[config.mk]
export PLATFORM = sky130hd
export DESIGN_NAME = stay_date_range_checker_unit_flat
export DESIGN_NICKNAME = d
export VERILOG_FILES = /design/src/rtl/sdrc_pkg.sv /design/src/rtl/sdrc_if.sv /design/src/rtl/sdrc_date_eval.sv /design/src/rtl/stay_date_range_checker_unit.sv /design/src/flat_wrapper.sv
export SDC_FILE = /design/constraint.sdc
export NUM_CORES = 1
export LEC_CHECK = 0
export BUFFER_PORTS_ARGS = -buffer_cell sky130_fd_sc_hd__buf_2
export CORE_ASPECT_RATIO = 1.25
export CORE_UTILIZATION = 45
export CTS_CLUSTER_DIAMETER = 30
export DETAILED_ROUTE_END_ITERATION = 6
export GPL_ROUTABILITY_DRIVEN = 0
export GPL_TIMING_DRIVEN = 0
export PLACE_DENSITY_LB_ADDON = 0.25
export REMOVE_ABC_BUFFERS = 1
export SETUP_SLACK_MARGIN = 0.5
export SLEW_MARGIN = 20
export SYNTH_ARGS = -nofsm -noshare
export SYNTH_HDL_FRONTEND = slang
export SYNTH_HIERARCHICAL = 1
export SYNTH_SLANG_ARGS = --single-unit
export TNS_END_PERCENT = 30
[constraint.sdc]
create_clock -name i_clk -period 15.1 [get_ports i_clk]
set_input_delay 1.51 -clock i_clk [delete_from_list [all_inputs] [get_ports i_clk]]
set_output_delay 1.51 -clock i_clk [all_outputs]
set_load 0.1 [all_outputs]
[src/rtl/sdrc_pkg.sv]
// Package with shared types, constants and calendar functions of the stay date range checker.
package sdrc_pkg;

    // Field widths.
    localparam int DAY_W    = 5;
    localparam int MONTH_W  = 4;
    localparam int YEAR_W   = 14;
    localparam int SERIAL_W = 22;
    localparam int MTERM_W  = 9;

    // Year limits and the reset value of the minimum year register.
    localparam logic [YEAR_W-1:0] MIN_YEAR_RESET = 14'd2024;
    localparam logic [YEAR_W-1:0] YEAR_MAX       = 14'd9999;
    localparam logic [YEAR_W-1:0] YEAR_FLOOR     = 14'd1;

    // Division by 100 through a reciprocal: exact for every 14-bit year.
    localparam int DIV100_PROD_W = 27;
    localparam int DIV100_SHIFT  = 19;
    localparam int CENT_W        = DIV100_PROD_W - DIV100_SHIFT;
    localparam logic [DIV100_PROD_W-1:0] DIV100_MUL = 27'd5243;
    localparam logic [YEAR_W-1:0]        CENTURY    = 14'd100;
    localparam logic [SERIAL_W-1:0]      DAYS_YEAR  = 22'd365;

    // Result status codes.
    typedef enum logic [1:0] {
        STATUS_OK      = 2'd0,
        STATUS_ARR_BAD = 2'd1,
        STATUS_DEP_BAD = 2'd2,
        STATUS_ORDER   = 2'd3
    } t_status;

    // Evaluation of one date, passed from the date unit to the top level.
    typedef struct packed {
        logic                valid;
        logic [SERIAL_W-1:0] serial;
    } t_date_eval;

    // Month term (153*m + 2)/5 of the March-based count, with January and
    // February taken as months 13 and 14 of the previous year.
    function automatic logic [MTERM_W-1:0] month_term(input logic [MONTH_W-1:0] month);
        logic [MTERM_W-1:0] term;
        case (month)
            4'd1:    term = 9'd398;
            4'd2:    term = 9'd428;
            4'd3:    term = 9'd92;
            4'd4:    term = 9'd122;
            4'd5:    term = 9'd153;
            4'd6:    term = 9'd184;
            4'd7:    term = 9'd214;
            4'd8:    term = 9'd245;
            4'd9:    term = 9'd275;
            4'd10:   term = 9'd306;
            4'd11:   term = 9'd337;
            4'd12:   term = 9'd367;
            default: term = 9'd0;
        endcase
        return term;
    endfunction

    // Last valid day of a month; zero for a month number outside the year.
    function automatic logic [DAY_W-1:0] month_days(input logic [MONTH_W-1:0] month,
                                                    input logic              leap);
        logic [DAY_W-1:0] days;
        case (month)
            4'd1, 4'd3, 4'd5, 4'd7, 4'd8, 4'd10, 4'd12: days = 5'd31;
            4'd4, 4'd6, 4'd9, 4'd11:                    days = 5'd30;
            4'd2:    days = leap ? 5'd29 : 5'd28;
            default: days = 5'd0;
        endcase
        return days;
    endfunction

endpackage

[src/rtl/sdrc_if.sv]
// Handshake interfaces for the date pair words and the result words.
interface sdrc_in_if;
    logic                               valid;
    logic                               ready;
    logic [sdrc_pkg::DAY_W-1:0]         arrival_day;
    logic [sdrc_pkg::MONTH_W-1:0]       arrival_month;
    logic [sdrc_pkg::YEAR_W-1:0]        arrival_year;
    logic [sdrc_pkg::DAY_W-1:0]         departure_day;
    logic [sdrc_pkg::MONTH_W-1:0]       departure_month;
    logic [sdrc_pkg::YEAR_W-1:0]        departure_year;

    modport source (
        output valid, arrival_day, arrival_month, arrival_year,
               departure_day, departure_month, departure_year,
        input  ready
    );
    modport sink (
        input  valid, arrival_day, arrival_month, arrival_year,
               departure_day, departure_month, departure_year,
        output ready
    );
endinterface

interface sdrc_out_if;
    logic                               valid;
    logic                               ready;
    sdrc_pkg::t_status                  status;
    logic [sdrc_pkg::SERIAL_W-1:0]      day_count;

    modport source (output valid, status, day_count, input ready);
    modport sink   (input valid, status, day_count, output ready);
endinterface

[src/rtl/sdrc_date_eval.sv]
// Date unit: Gregorian validity check and serial day number of one date.
module sdrc_date_eval (
    input  logic [sdrc_pkg::DAY_W-1:0]   i_day,
    input  logic [sdrc_pkg::MONTH_W-1:0] i_month,
    input  logic [sdrc_pkg::YEAR_W-1:0]  i_year,
    input  logic [sdrc_pkg::YEAR_W-1:0]  i_floor_year,
    output sdrc_pkg::t_date_eval         o_eval
);

    logic [sdrc_pkg::DIV100_PROD_W-1:0] w_prod;
    logic [sdrc_pkg::CENT_W-1:0]        w_cent;
    logic [sdrc_pkg::CENT_W-1:0]        w_cent_adj;
    logic [sdrc_pkg::YEAR_W-1:0]        w_hund;
    logic [sdrc_pkg::YEAR_W-1:0]        w_year_adj;
    logic                               w_cent_year;
    logic                               w_leap;
    logic                               w_early;

    // Century count through a reciprocal multiply.
    assign w_prod      = sdrc_pkg::DIV100_PROD_W'(i_year) * sdrc_pkg::DIV100_MUL;
    assign w_cent      = w_prod[sdrc_pkg::DIV100_PROD_W-1:sdrc_pkg::DIV100_SHIFT];
    assign w_hund      = sdrc_pkg::YEAR_W'(w_cent) * sdrc_pkg::CENTURY;
    assign w_cent_year = (w_hund == i_year);

    // Leap year: by 4 and not by 100, or by 400.
    assign w_leap = ((i_year[1:0] == 2'b00) && !w_cent_year)
                  || (w_cent_year && (w_cent[1:0] == 2'b00));

    // January and February belong to the previous year in the serial count.
    // The century count of that year drops by one only on a century year.
    assign w_early    = (i_month < 4'd3);
    assign w_year_adj = i_year - sdrc_pkg::YEAR_W'(w_early);
    assign w_cent_adj = w_cent - sdrc_pkg::CENT_W'(w_early && w_cent_year);

    // Validity against the year window and the month lengths.
    assign o_eval.valid = (i_year >= i_floor_year) && (i_year <= sdrc_pkg::YEAR_MAX)
                        && (i_month >= 4'd1) && (i_month <= 4'd12)
                        && (i_day >= 5'd1)
                        && (i_day <= sdrc_pkg::month_days(i_month, w_leap));

    // Serial day number: 365*y + y/4 - y/100 + y/400 + month term + day.
    assign o_eval.serial = sdrc_pkg::SERIAL_W'(w_year_adj) * sdrc_pkg::DAYS_YEAR
                         + sdrc_pkg::SERIAL_W'(w_year_adj[sdrc_pkg::YEAR_W-1:2])
                         - sdrc_pkg::SERIAL_W'(w_cent_adj)
                         + sdrc_pkg::SERIAL_W'(w_cent_adj[sdrc_pkg::CENT_W-1:2])
                         + sdrc_pkg::SERIAL_W'(sdrc_pkg::month_term(i_month))
                         + sdrc_pkg::SERIAL_W'(i_day);

endmodule

[src/rtl/stay_date_range_checker_unit.sv]
// Top level of the stay date range checker: three-stage date pair pipeline.
//
// The block takes one arrival/departure date pair per cycle and returns one
// result word per pair, in order: a status (ok, arrival invalid, departure
// invalid, departure before arrival) and the number of days of the stay,
// which is zero on any error. A pair passes through three stages in turn
// (input register, date evaluation register, result register), and these
// share one advance enable, so the block keeps one pair per cycle for as
// long as the result side takes a word per cycle and holds all stages when a
// result waits. The minimum year register resets to 2024, a value of zero
// acts as one, and it should be written only while no pair is in flight.
module stay_date_range_checker_unit (
    input  logic                          i_clk,
    input  logic                          i_rst_n,
    input  logic                          i_cfg_we,
    input  logic [sdrc_pkg::YEAR_W-1:0]   i_cfg_wdata,
    sdrc_in_if.sink                       i_in,
    sdrc_out_if.source                    o_out
);

    logic [sdrc_pkg::YEAR_W-1:0]   r_min_year;
    logic [sdrc_pkg::YEAR_W-1:0]   w_floor_year;
    logic                          w_adv;

    logic                          r_in_valid;
    logic [sdrc_pkg::DAY_W-1:0]    r_arr_day;
    logic [sdrc_pkg::MONTH_W-1:0]  r_arr_month;
    logic [sdrc_pkg::YEAR_W-1:0]   r_arr_year;
    logic [sdrc_pkg::DAY_W-1:0]    r_dep_day;
    logic [sdrc_pkg::MONTH_W-1:0]  r_dep_month;
    logic [sdrc_pkg::YEAR_W-1:0]   r_dep_year;

    sdrc_pkg::t_date_eval          w_arr_eval;
    sdrc_pkg::t_date_eval          w_dep_eval;

    logic                          r_mid_valid;
    sdrc_pkg::t_status             r_mid_status;
    sdrc_pkg::t_status             n_mid_status;
    logic [sdrc_pkg::SERIAL_W-1:0] r_arr_serial;
    logic [sdrc_pkg::SERIAL_W-1:0] r_dep_serial;

    logic                          r_out_valid;
    sdrc_pkg::t_status             r_out_status;
    sdrc_pkg::t_status             n_out_status;
    logic [sdrc_pkg::SERIAL_W-1:0] r_out_count;
    logic [sdrc_pkg::SERIAL_W-1:0] n_out_count;

    // Minimum year register.
    always_ff @(posedge i_clk) begin
        if (!i_rst_n) begin
            r_min_year <= sdrc_pkg::MIN_YEAR_RESET;
        end else if (i_cfg_we) begin
            r_min_year <= i_cfg_wdata;
        end
    end

    assign w_floor_year = (r_min_year == '0) ? sdrc_pkg::YEAR_FLOOR : r_min_year;

    // All stages move together whenever the result register can take a word.
    assign w_adv      = !r_out_valid || o_out.ready;
    assign i_in.ready = w_adv;

    // Input register.
    always_ff @(posedge i_clk) begin
        if (!i_rst_n) begin
            r_in_valid <= 1'b0;
        end else if (w_adv) begin
            r_in_valid <= i_in.valid;
        end
    end

    always_ff @(posedge i_clk) begin
        if (w_adv) begin
            r_arr_day   <= i_in.arrival_day;
            r_arr_month <= i_in.arrival_month;
            r_arr_year  <= i_in.arrival_year;
            r_dep_day   <= i_in.departure_day;
            r_dep_month <= i_in.departure_month;
            r_dep_year  <= i_in.departure_year;
        end
    end

    // Date evaluation of both dates.
    sdrc_date_eval u_arr_eval (
        .i_day        (r_arr_day),
        .i_month      (r_arr_month),
        .i_year       (r_arr_year),
        .i_floor_year (w_floor_year),
        .o_eval       (w_arr_eval)
    );

    sdrc_date_eval u_dep_eval (
        .i_day        (r_dep_day),
        .i_month      (r_dep_month),
        .i_year       (r_dep_year),
        .i_floor_year (w_floor_year),
        .o_eval       (w_dep_eval)
    );

    // Validity status, arrival first.
    always_comb begin
        if (!w_arr_eval.valid) begin
            n_mid_status = sdrc_pkg::STATUS_ARR_BAD;
        end else if (!w_dep_eval.valid) begin
            n_mid_status = sdrc_pkg::STATUS_DEP_BAD;
        end else begin
            n_mid_status = sdrc_pkg::STATUS_OK;
        end
    end

    // Evaluation register.
    always_ff @(posedge i_clk) begin
        if (!i_rst_n) begin
            r_mid_valid <= 1'b0;
        end else if (w_adv) begin
            r_mid_valid <= r_in_valid;
        end
    end

    always_ff @(posedge i_clk) begin
        if (w_adv) begin
            r_mid_status <= n_mid_status;
            r_arr_serial <= w_arr_eval.serial;
            r_dep_serial <= w_dep_eval.serial;
        end
    end

    // Order check and stay length.
    always_comb begin
        n_out_status = r_mid_status;
        n_out_count  = '0;
        if (r_mid_status == sdrc_pkg::STATUS_OK) begin
            if (r_dep_serial < r_arr_serial) begin
                n_out_status = sdrc_pkg::STATUS_ORDER;
            end else begin
                n_out_count = r_dep_serial - r_arr_serial;
            end
        end
    end

    // Result register.
    always_ff @(posedge i_clk) begin
        if (!i_rst_n) begin
            r_out_valid <= 1'b0;
        end else if (w_adv) begin
            r_out_valid <= r_mid_valid;
        end
    end

    always_ff @(posedge i_clk) begin
        if (w_adv) begin
            r_out_status <= n_out_status;
            r_out_count  <= n_out_count;
        end
    end

    assign o_out.valid     = r_out_valid;
    assign o_out.status    = r_out_status;
    assign o_out.day_count = r_out_count;

    // An accepted word reaches the evaluation stage's input register.
    a_in_capture: assert property (@(posedge i_clk) disable iff (!i_rst_n)
        i_in.valid && i_in.ready |=> r_in_valid)
        else $error("accepted date pair did not enter the input register");

    // A word in the evaluation stage moves to the result register on advance.
    a_mid_to_out: assert property (@(posedge i_clk) disable iff (!i_rst_n)
        r_mid_valid && w_adv |=> o_out.valid)
        else $error("evaluated date pair was lost before the result register");

    // Two valid dates can only end as ok or as a wrong order.
    a_ok_status: assert property (@(posedge i_clk) disable iff (!i_rst_n)
        r_mid_valid && w_adv && (r_mid_status == sdrc_pkg::STATUS_OK)
        |=> (o_out.status == sdrc_pkg::STATUS_OK)
            || (o_out.status == sdrc_pkg::STATUS_ORDER))
        else $error("valid date pair produced a validity error status");

    // A validity error status always carries a zero day count into the result register.
    a_err_zero: assert property (@(posedge i_clk) disable iff (!i_rst_n)
        r_mid_valid && w_adv && (r_mid_status != sdrc_pkg::STATUS_OK)
        |=> (o_out.day_count == '0))
        else $error("error status with a nonzero day count");

endmodule

[src/flat_wrapper.sv]
// flat-port wrapper written by rule: the top's interface ports become plain ports
module stay_date_range_checker_unit_flat 
  (i_clk, i_rst_n, i_cfg_we, i_cfg_wdata, i_in_valid, i_in_arrival_day, i_in_arrival_month, i_in_arrival_year, i_in_departure_day, i_in_departure_month, i_in_departure_year, i_in_ready, o_out_valid, o_out_status, o_out_day_count, o_out_ready);
  sdrc_in_if i_in_i ();
  sdrc_out_if o_out_i ();
  input  logic i_clk;
  input  logic i_rst_n;
  input  logic i_cfg_we;
  input  logic [sdrc_pkg::YEAR_W-1:0] i_cfg_wdata;
  input wire logic [$bits(i_in_i.valid)-1:0] i_in_valid;
  input wire logic [$bits(i_in_i.arrival_day)-1:0] i_in_arrival_day;
  input wire logic [$bits(i_in_i.arrival_month)-1:0] i_in_arrival_month;
  input wire logic [$bits(i_in_i.arrival_year)-1:0] i_in_arrival_year;
  input wire logic [$bits(i_in_i.departure_day)-1:0] i_in_departure_day;
  input wire logic [$bits(i_in_i.departure_month)-1:0] i_in_departure_month;
  input wire logic [$bits(i_in_i.departure_year)-1:0] i_in_departure_year;
  output wire logic [$bits(i_in_i.ready)-1:0] i_in_ready;
  output wire logic [$bits(o_out_i.valid)-1:0] o_out_valid;
  output wire logic [$bits(o_out_i.status)-1:0] o_out_status;
  output wire logic [$bits(o_out_i.day_count)-1:0] o_out_day_count;
  input wire logic [$bits(o_out_i.ready)-1:0] o_out_ready;
  assign i_in_i.valid = i_in_valid;
  assign i_in_i.arrival_day = i_in_arrival_day;
  assign i_in_i.arrival_month = i_in_arrival_month;
  assign i_in_i.arrival_year = i_in_arrival_year;
  assign i_in_i.departure_day = i_in_departure_day;
  assign i_in_i.departure_month = i_in_departure_month;
  assign i_in_i.departure_year = i_in_departure_year;
  assign i_in_ready = i_in_i.ready;
  assign o_out_valid = o_out_i.valid;
  assign o_out_status = o_out_i.status;
  assign o_out_day_count = o_out_i.day_count;
  assign o_out_i.ready = o_out_ready;
  stay_date_range_checker_unit u_core (.i_clk(i_clk), .i_rst_n(i_rst_n), .i_cfg_we(i_cfg_we), .i_cfg_wdata(i_cfg_wdata), .i_in(i_in_i), .o_out(o_out_i));
endmodule
==> results of run 1 <==
-- through the flow --
stage | utilization, % | hold WS [ns] | cells | setup slack, ns
2_1_floorplan | - | 0.434 | 2447 | 2.11
3_3_place_gp | 47.8 | 0.449 | 3272 | 0.490
3_5_place_dp | 47.9 | 0.467 | 3274 | 0.310
4_1_cts | 49.6 | 0.470 | 3350 | 0.504
5_1_grt | 50.4 | 0.502 | 3388 | 0.483
6_report | 50.4 | 0.465 | 3388 | 1.19
-- final cells by class --
class / instances / area, µm² / area share (%)
inverters: 613 / 2300 / 8.33
repair buffers: 174 / 1130 / 4.10
clock buffers: 18 / 429 / 1.55
well taps: 735 / 920 / 3.33
multi-input cells: 1701 / 18900 / 68.3
flip-flops and latches: 133 / 3820 / 13.8
clock inverters: 14 / 144 / 0.521
-- metal layers --
layer | track usage, % | routed length [µm] | vias up
met4 | 4.10 | 849 | 4
li1 | - | - | 8431
met3 | 2.98 | 1530 | 58
met1 | 26.1 | 24400 | 8332
met5 | 0 | 24 | -
met2 | 38.1 | 28600 | 253
-- layout by cell type (no fill, tap or decap), drive strengths merged, types with 23 or more instances in the layout --
cell type and instances:
fa 313, nor2b 24, nand2 81, buf 174, a21oi 95, nand3 37, nand4 23, inv 620
o21ai 57, nor3 36, edfxtp 116, xnor2 119, nor2 84, ha 550, xor2 35, a21o 28
-- path summary, 6_finish.rpt --
kind	start	to	slack (ns)	cells after the start
hold reg to reg	u_core/r_mid_valid$_SDFFE_PN0P_	u_core/o_out.valid$_SDFFE_PN0P_	0.46	2
setup / recovery	u_core/r_dep_year[8]$_DFFE_PP_	u_core/r_dep_serial[21]$_DFFE_PP_	1.19	50
hold / removal	u_core/r_mid_valid$_SDFFE_PN0P_	u_core/o_out.valid$_SDFFE_PN0P_	0.46	2
setup reg to reg	u_core/r_dep_year[8]$_DFFE_PP_	u_core/r_dep_serial[21]$_DFFE_PP_	1.19	50
-- critical path: cells and delay by family (launching register included) --
family / cells / cell delay (ns)
fa+ha+maj: 18 / 7.29
compound gates: 9 / 2.34
simple gates: 10 / 2.22
buf+inv: 10 / 0.67
xor+xnor: 3 / 0.66
flops: 1 / 0.55
-- repair_timing --
item,4_1_cts,5_1_grt
setup endpoints to repair,11,25
pin swaps,0,1
resized for setup,1,30
setup buffers,44,38
-- flip-flops by register name (all words and copies together), names as in the netlist --
signal and cells:
u_core/r_mid_valid 1, u_core/r_dep_year 14, u_core/r_arr_year 14, u_core/o_out.status 2, u_core/o_out.valid 1, u_core/r_arr_day 5, u_core/r_dep_month 4, u_core/r_in_valid 1
u_core/r_min_year 14, u_core/r_arr_serial 22, u_core/r_dep_serial 22, u_core/r_mid_status 2, u_core/r_arr_month 4, u_core/r_dep_day 5, u_core/o_out.day_count 22
-- logic make-up (layout without fill, tap and decap cells) --
group / after synthesis / after routing
fa+ha+maj: 863 / 863
buf+inv: 645 / 819
simple gates: 347 / 347
compound gates: 311 / 311
xor+xnor: 159 / 159
flops: 133 / 133
mux: 21 / 21
==> metrics.yaml, run 1 <==
synthesis:
  synth-compound-area-share_pct: 8.44
  synth_top_family_by_area: "adder cells"
  yosys.area.top_type: "ha_1"
  synth_top_cells_by_count: "611 x inv_1, 550 x ha_1, 313 x fa_1"
  synth_edf_count: 116
  synth_area_leaders: "ha_1 28%, fa_1 25%, edfxtp_1 14%, inv_1 9.2%, xnor2_1 4.1%"
  yosysSeqAreaShare_pct: 15.3
  syn_area_um2: 24900
  synthDominantCellAreaShare_pct: 27.6
  synthMuxAreaShare_pct: 0.843
  yosysUniqueCellTypes: 81
  netlist_instances: 2479
  yosys_warnings: 6
  ys_ff_latch: 133
  synth_ff_type: "edfxtp_1"
  yosys.cell_count.top_type: "inv_1"
  async_flop_share_pct: 0
  synth-xor-area-share_pct: 6.01
  syn_area_per_cell_um2: 10.1
  synthSimpleGateAreaFrac_pct: 6.90
  synthAdderAreaFrac_pct: 52.7
layout:
  fill_cells: 5084
  areaGrowthSynthToFinish_pct: 10.7
  drive_above_1_share_pct: 9.76
  layout.nets: 3568
  postLayoutCellArea_um2: 27600
  antenna_cells: 0
global_route:
  antenna_found_initial: 2
  grt_util_all_layers_pct: 20.9
  grt_max_degree: 54
  grt_pass1_wl_um: 92500
  grt_pass1_vias: 18600
  grt_remaining_overflow: 0
drt:
  wirelength_um: 55300
  final_antenna_net_count: 0
  drtPass1Iterations: 5
  drc: 0
  routed_via_density: 5.04
  drtIter0Drc: 664
  dr_total_vias: 17100
  avgRoutedWirePerCell_um: 16.3
floorplan:
  fp.dieH_um: 265
  design.core.area_um2: 54800
  start_util_pct: 45.5
  pin_count: 91
  fp.dieArea_um2: 56400
  row_count: 96
  fp.dieW_um: 213
setup_path:
  path_class: "reg -> reg"
  path_common_cell: "fa_1"
  required_ns: 15.40
  crit_arrival_ns: 14.21
  slowest_stage: "or4_4"
  end_kind: "flop"
  cp-start-kind: "flop"
  cp_slowest_stage_delay_ns: 0.57
  path_max_fanout: 6
timing:
  hold_viol: 0
  finClkSkew_ns: 0.0151
  worst_pin_slew_ns: 1.05
  min_period_over_period_pct: 92.1
  rsz0062_at_grt: "yes"
  fmax_ghz: 0.0719
  final.setup.tns_ns: 0
  setup_violations: 0
  finalMaxSlewViolations: 0
  fin_crit_ns: 13.91
  slew_headroom_pct: 29.7
hold_path:
  hp-class: "reg -> reg"
placement:
  dpl_cell_area_um2: 26200
  numPortBuffers: 90
  dp_hpwl_um: 46600
clocking:
  cts.hold.buffers_added: 0
  clock_sinks: 133
  cts_max_level: 4
  clkLatencyLatePin_ns: 0.46
  cts_tree: "built"
  clockBufferDepth: 2
  cts_made_buffers: 17
  clock_tree.root_cell: "clkbuf_16"
  clk_pin_slew_worst_paths_ns: 0.06
run:
  drv_cap: 0
run_status:
  status: "complete, no violations"
Power of run 1 is left out: the tool's default activity adds up to more than one toggle a clock period on the data nets, which glitch-free logic cannot reach.
==> run 2: changes to the inputs <==
CTS_BUF_LIST = sky130_fd_sc_hd__clkbuf_8 sky130_fd_sc_hd__clkbuf_16   (was unset)
==> run 2 against run 1 <==
Compared with the run above: fmax about the same; sequential share of layout area unchanged; wire length about the same; first-iteration DRC count increased by 1.1%; non-clock buffer count unchanged; sequential cell count unchanged; register-to-register slack about the same; via count about the same; highest routed layer unchanged.
==> metrics.yaml, run 2 (synthesized netlist as in run 1, its figures left out) <==
run_status:
  status: "complete, no violations"
clocking:
  cts_tree: "built"
  clkLatencyLatePin_ns: 0.46
  clock_tree.root_cell: "clkbuf_16"
  clockBufferDepth: 2
  clock_sinks: 133
  cts_made_buffers: 17
  cts_max_level: 4
  clk_pin_slew_worst_paths_ns: 0.06
placement:
  dpl_cell_area_um2: 26200
  dp_hpwl_um: 46600
  numPortBuffers: 90
global_route:
  antenna_found_initial: 2
  met1_usage_pct: 26.1
  grt_busiest_layer: "met2"
  grt_util_met3_pct: 2.98
  grt_max_degree: 54
  grt_pass1_vias: 18600
  grt_use_met2_pct: 38.1
  grt_pass1_wl_um: 92500
  grt_util_all_layers_pct: 20.9
  grt_remaining_overflow: 0
layout:
  antenna_cells: 0
  drive_above_1_share_pct: 9.76
  mostFrequentLayoutCells: "611 x inv_1, 550 x ha_1, 313 x fa_1, 116 x edfxtp_1, 112 x xnor2_1"
  layout.nets: 3568
  postLayoutCellArea_um2: 27600
  layout_commonest_cell: "inv_1"
  final_core_utilization_pct: 50.4
  areaGrowthSynthToFinish_pct: 10.7
drt:
  drc: 0
  dr_total_vias: 17100
  routed_via_density: 5.04
  drtPass1Iterations: 5
  avgRoutedWirePerCell_um: 16.3
  wirelength_um: 55300
  drtIter0Drc: 671
  final_antenna_net_count: 0
timing:
  min_period_over_period_pct: 92.1
  hold_viol: 0
  worst_pin_slew_ns: 1.05
  slew_headroom_pct: 29.7
  fin_crit_ns: 13.91
  setup_violations: 0
  finalMaxSlewViolations: 0
  rsz0062_at_grt: "yes"
  finClkSkew_ns: 0.0142
  fmax_ghz: 0.0719
  final.setup.tns_ns: 0
floorplan:
  row_count: 96
  design.core.area_um2: 54800
  start_util_pct: 45.5
  fp.dieW_um: 213
  fp.dieH_um: 265
  fp.dieArea_um2: 56400
  pin_count: 91
setup_path:
  required_ns: 15.40
  startpoint: "u_core/r_dep_year[8]$_DFFE_PP_"
  path_max_fanout: 6
  ff2ff_path_depth: 50
  cp_slowest_stage_delay_ns: 0.57
  slowest_stage: "or4_4"
  crit_arrival_ns: 14.21
  path_class: "reg -> reg"
  r2r-start: "u_core/r_dep_year[8]$_DFFE_PP_"
  path_common_cell: "fa_1"
  end_kind: "flop"
  cp-start-kind: "flop"
hold_path:
  hp-start: "u_core/r_mid_valid$_SDFFE_PN0P_"
  hp-class: "reg -> reg"
  hold_path_depth: 2
run:
  drv_cap: 0
-- run 2: cell type report --
class                   instances  area, µm²
well taps                     735        920
repair buffers                174       1130
flip-flops and latches        133       3820
clock buffers                  17        425
fillers                      5084      27200
clock inverters                15        148
multi-input cells            1701      18900
inverters                     613       2300
-- run 2: final timing paths --
kind	slack [ns]	to
max	1.19	u_core/r_dep_serial[21]$_DFFE_PP_
min	0.46	u_core/o_out.valid$_SDFFE_PN0P_
max reg2reg	1.19	u_core/r_dep_serial[21]$_DFFE_PP_
min reg2reg	0.46	u_core/o_out.valid$_SDFFE_PN0P_
-- run 2: worst max-delay path, delay by kind of cell (launching register included) --
kind	cells	cell delay [ns]
compound gates	9	2.34
xor+xnor	3	0.66
fa+ha+maj	18	7.29
buf+inv	10	0.67
flops	1	0.55
simple gates	10	2.24
-- run 2: stage by stage --
step | worst slack [ns] | hold slack (ns) | cells
3_3_place_gp | 0.490 | 0.449 | 3272
6_report | 1.19 | 0.465 | 3388
2_1_floorplan | 2.11 | 0.434 | 2447
3_5_place_dp | 0.310 | 0.467 | 3274
4_1_cts | 0.504 | 0.470 | 3350
5_1_grt | 0.483 | 0.502 | 3388
-- run 2: layer usage --
layer	vias up	wire length [µm]
li1	8430	-
met5	-	24
met2	267	28600
met3	58	1560
met4	4	849
met1	8324	24300
-- run 2: repair_timing --
item / 4_1_cts / 5_1_grt
cloned: 0 / 0
endpoints found under the setup margin: 11 / 25
resized for setup: 1 / 30
hold buffers: 0 / 0
pin swaps: 0 / 1
buffers inserted: 44 / 38
endpoints found under the hold margin: 0 / 0
Power of run 2 is left out for the same reason.
==> run 3: changes to the inputs <==
CELL_PAD_IN_SITES_DETAIL_PLACEMENT = 2   (was unset)
CELL_PAD_IN_SITES_GLOBAL_PLACEMENT = 2   (was unset)
CORE_UTILIZATION = 43   (was 45)
==> run 3 against run 2 <==
Compared with the run above: count of clock-buffer cells in the layout unchanged; critical endpoint is now u_core/r_arr_serial[21]$_DFFE_PP_; worst setup slack lost 0.40 ns; wire length up 51%; register-to-register slack got worse by 0.40 ns; critical path depth grew 4; sequential cell count unchanged; non-clock buffer count is 9 higher; design area increased by 1.2%; final cell count increased by 0.68%.
==> metrics.yaml, run 3 (synthesized netlist as in run 1, its figures left out) <==
layout:
  final_core_utilization_pct: 48.8
  stdcell_count: 3411
  mostFrequentLayoutCells: "611 x inv_1, 547 x ha_1, 313 x fa_1, 116 x edfxtp_1, 110 x xnor2_1"
  layout_commonest_cell: "inv_1"
  areaGrowthSynthToFinish_pct: 12.0
  drive_above_1_share_pct: 10.7
  layout.nets: 3577
  antenna_cells: 0
clocking:
  cts.hold.buffers_added: 0
  cts_made_buffers: 17
  cts_max_level: 4
  clkLatencyLatePin_ns: 0.48
  clk_pin_slew_worst_paths_ns: 0.07
  clockBufferDepth: 2
  cts_tree: "built"
  clock_sinks: 133
  clock_tree.root_cell: "clkbuf_16"
global_route:
  grt_max_degree: 47
  antenna_found_initial: 0
  grt_pass1_vias: 22700
  grt_pass1_wl_um: 128000
  grt_util_all_layers_pct: 28.5
  grt_remaining_overflow: 0
run:
  drv_cap: 0
setup_path:
  cp-start-kind: "flop"
  worst_path_dominant_cell_family: "adder cells"
  startpoint: "u_core/r_arr_year[10]$_DFFE_PP_"
  worstReg2RegEnd: "u_core/r_arr_serial[21]$_DFFE_PP_"
  end_kind: "flop"
  r2r-start: "u_core/r_arr_year[10]$_DFFE_PP_"
  crit_arrival_ns: 14.53
  reg2reg_setup_slack_ns: 0.79
  endpoint: "u_core/r_arr_serial[21]$_DFFE_PP_"
  cp_slowest_stage_delay_ns: 0.58
  timing.critical_path.buf_inv: 11
  path_class: "reg -> reg"
  ff2ff_path_depth: 54
  required_ns: 15.32
  cp.depth: 54
  path_max_fanout: 4
  slowest_stage: "fa_1"
floorplan:
  row_count: 98
  pin_count: 91
  fp.dieH_um: 271
  start_util_pct: 43.6
  fp.dieArea_um2: 59000
  design.core.area_um2: 57300
  fp.dieW_um: 217
run_status:
  status: "complete, no violations"
timing:
  rsz0062_at_grt: "yes"
  setup_ws_ns: 0.793
  slew_headroom_pct: 19.6
  hold_viol: 0
  fin_crit_ns: 14.31
  finClkSkew_ns: 0.0190
  finalMaxSlewViolations: 0
  final.setup.tns_ns: 0
  worst_pin_slew_ns: 1.20
  fmax_ghz: 0.0699
  min_period_over_period_pct: 94.7
  setup_violations: 0
hold_path:
  hp-class: "reg -> reg"
drt:
  dr_total_vias: 18700
  drc: 0
  drtIter0Drc: 718
  wirelength_um: 83400
  final_antenna_net_count: 0
  drtPass1Iterations: 5
  routed_via_density: 5.48
  avgRoutedWirePerCell_um: 24.4
placement:
  dp_slack_ns: -0.367
  place_inst: 3289
  numPortBuffers: 90
  dp_hpwl_um: 64800
## run 3: cell types whose count changed in the layout (fill, tap and decap cells not counted), moves of 3 or more
cell | before | now
ha_1 | 550 | 547
nor3_4 | 0 | 3
buf_12 | 1 | 9
xnor2_4 | 0 | 3
a21oi_1 | 91 | 88
nor3_1 | 33 | 30
clkinvlp_4 | 1 | 4
ha_2 | 0 | 3
## run 3: how the worst min path moves through the flow
stage | start | cells after the start | to | slack (ns)
2_1_floorplan | u_core/r_mid_valid$_SDFFE_PN0P_ | 2 | u_core/o_out.valid$_SDFFE_PN0P_ | 0.43
3_3_place_gp | u_core/r_mid_valid$_SDFFE_PN0P_ | 2 | u_core/o_out.valid$_SDFFE_PN0P_ | 0.46
3_5_place_dp | u_core/r_mid_valid$_SDFFE_PN0P_ | 2 | u_core/o_out.valid$_SDFFE_PN0P_ | 0.51
4_1_cts | u_core/r_mid_valid$_SDFFE_PN0P_ | 2 | u_core/o_out.valid$_SDFFE_PN0P_ | 0.52
5_1_grt | u_core/r_mid_valid$_SDFFE_PN0P_ | 2 | u_core/o_out.valid$_SDFFE_PN0P_ | 0.52
6_report | u_core/r_mid_valid$_SDFFE_PN0P_ | 2 | u_core/o_out.valid$_SDFFE_PN0P_ | 0.50
## run 3: layer usage
metal / track usage (%) / wire [µm]
met5: 0 / 0
met4: 10.6 / 3440
met3: 3.24 / 2010
met2: 56.0 / 46400
met1: 30.6 / 31500
## run 3: what timing repair did
action	CTS	global route
setup endpoints to repair	27	24
pin swaps	1	22
gates resized for setup	17	42
buffers inserted	67	24
## run 3: metrics by stage
step / area, µm² / hold WS (ns)
final: 27900 / 0.502
after global routing: 27900 / 0.523
after CTS: 27500 / 0.516
after detailed placement: 26300 / 0.514
after global placement: 26200 / 0.459
after floorplan: 24800 / 0.434
## run 3: worst reg2reg max path: cells and delay by family, from the launching register on
family	cells	cell delay, ns
DFF	1	0.53
xor gates and xnor gates	4	0.73
buffers and inverters	11	0.82
adders and majority gates	18	7.62
and+or+nand+nor	10	2.12
AOI/OAI and AO/OA	11	2.23
## run 3: cell type report
| type | count | area [µm²] |
|---|---|---|
| fill | 5908 | 29300 |
| multi-input combinational | 1701 | 19000 |
| sequential | 133 | 3820 |
| inverter | 613 | 2300 |
| timing repair buffer | 183 | 1280 |
| tap | 750 | 938 |
| clock buffer | 17 | 425 |
| clock inverter | 14 | 154 |
Power of run 3 is left out for the same reason.
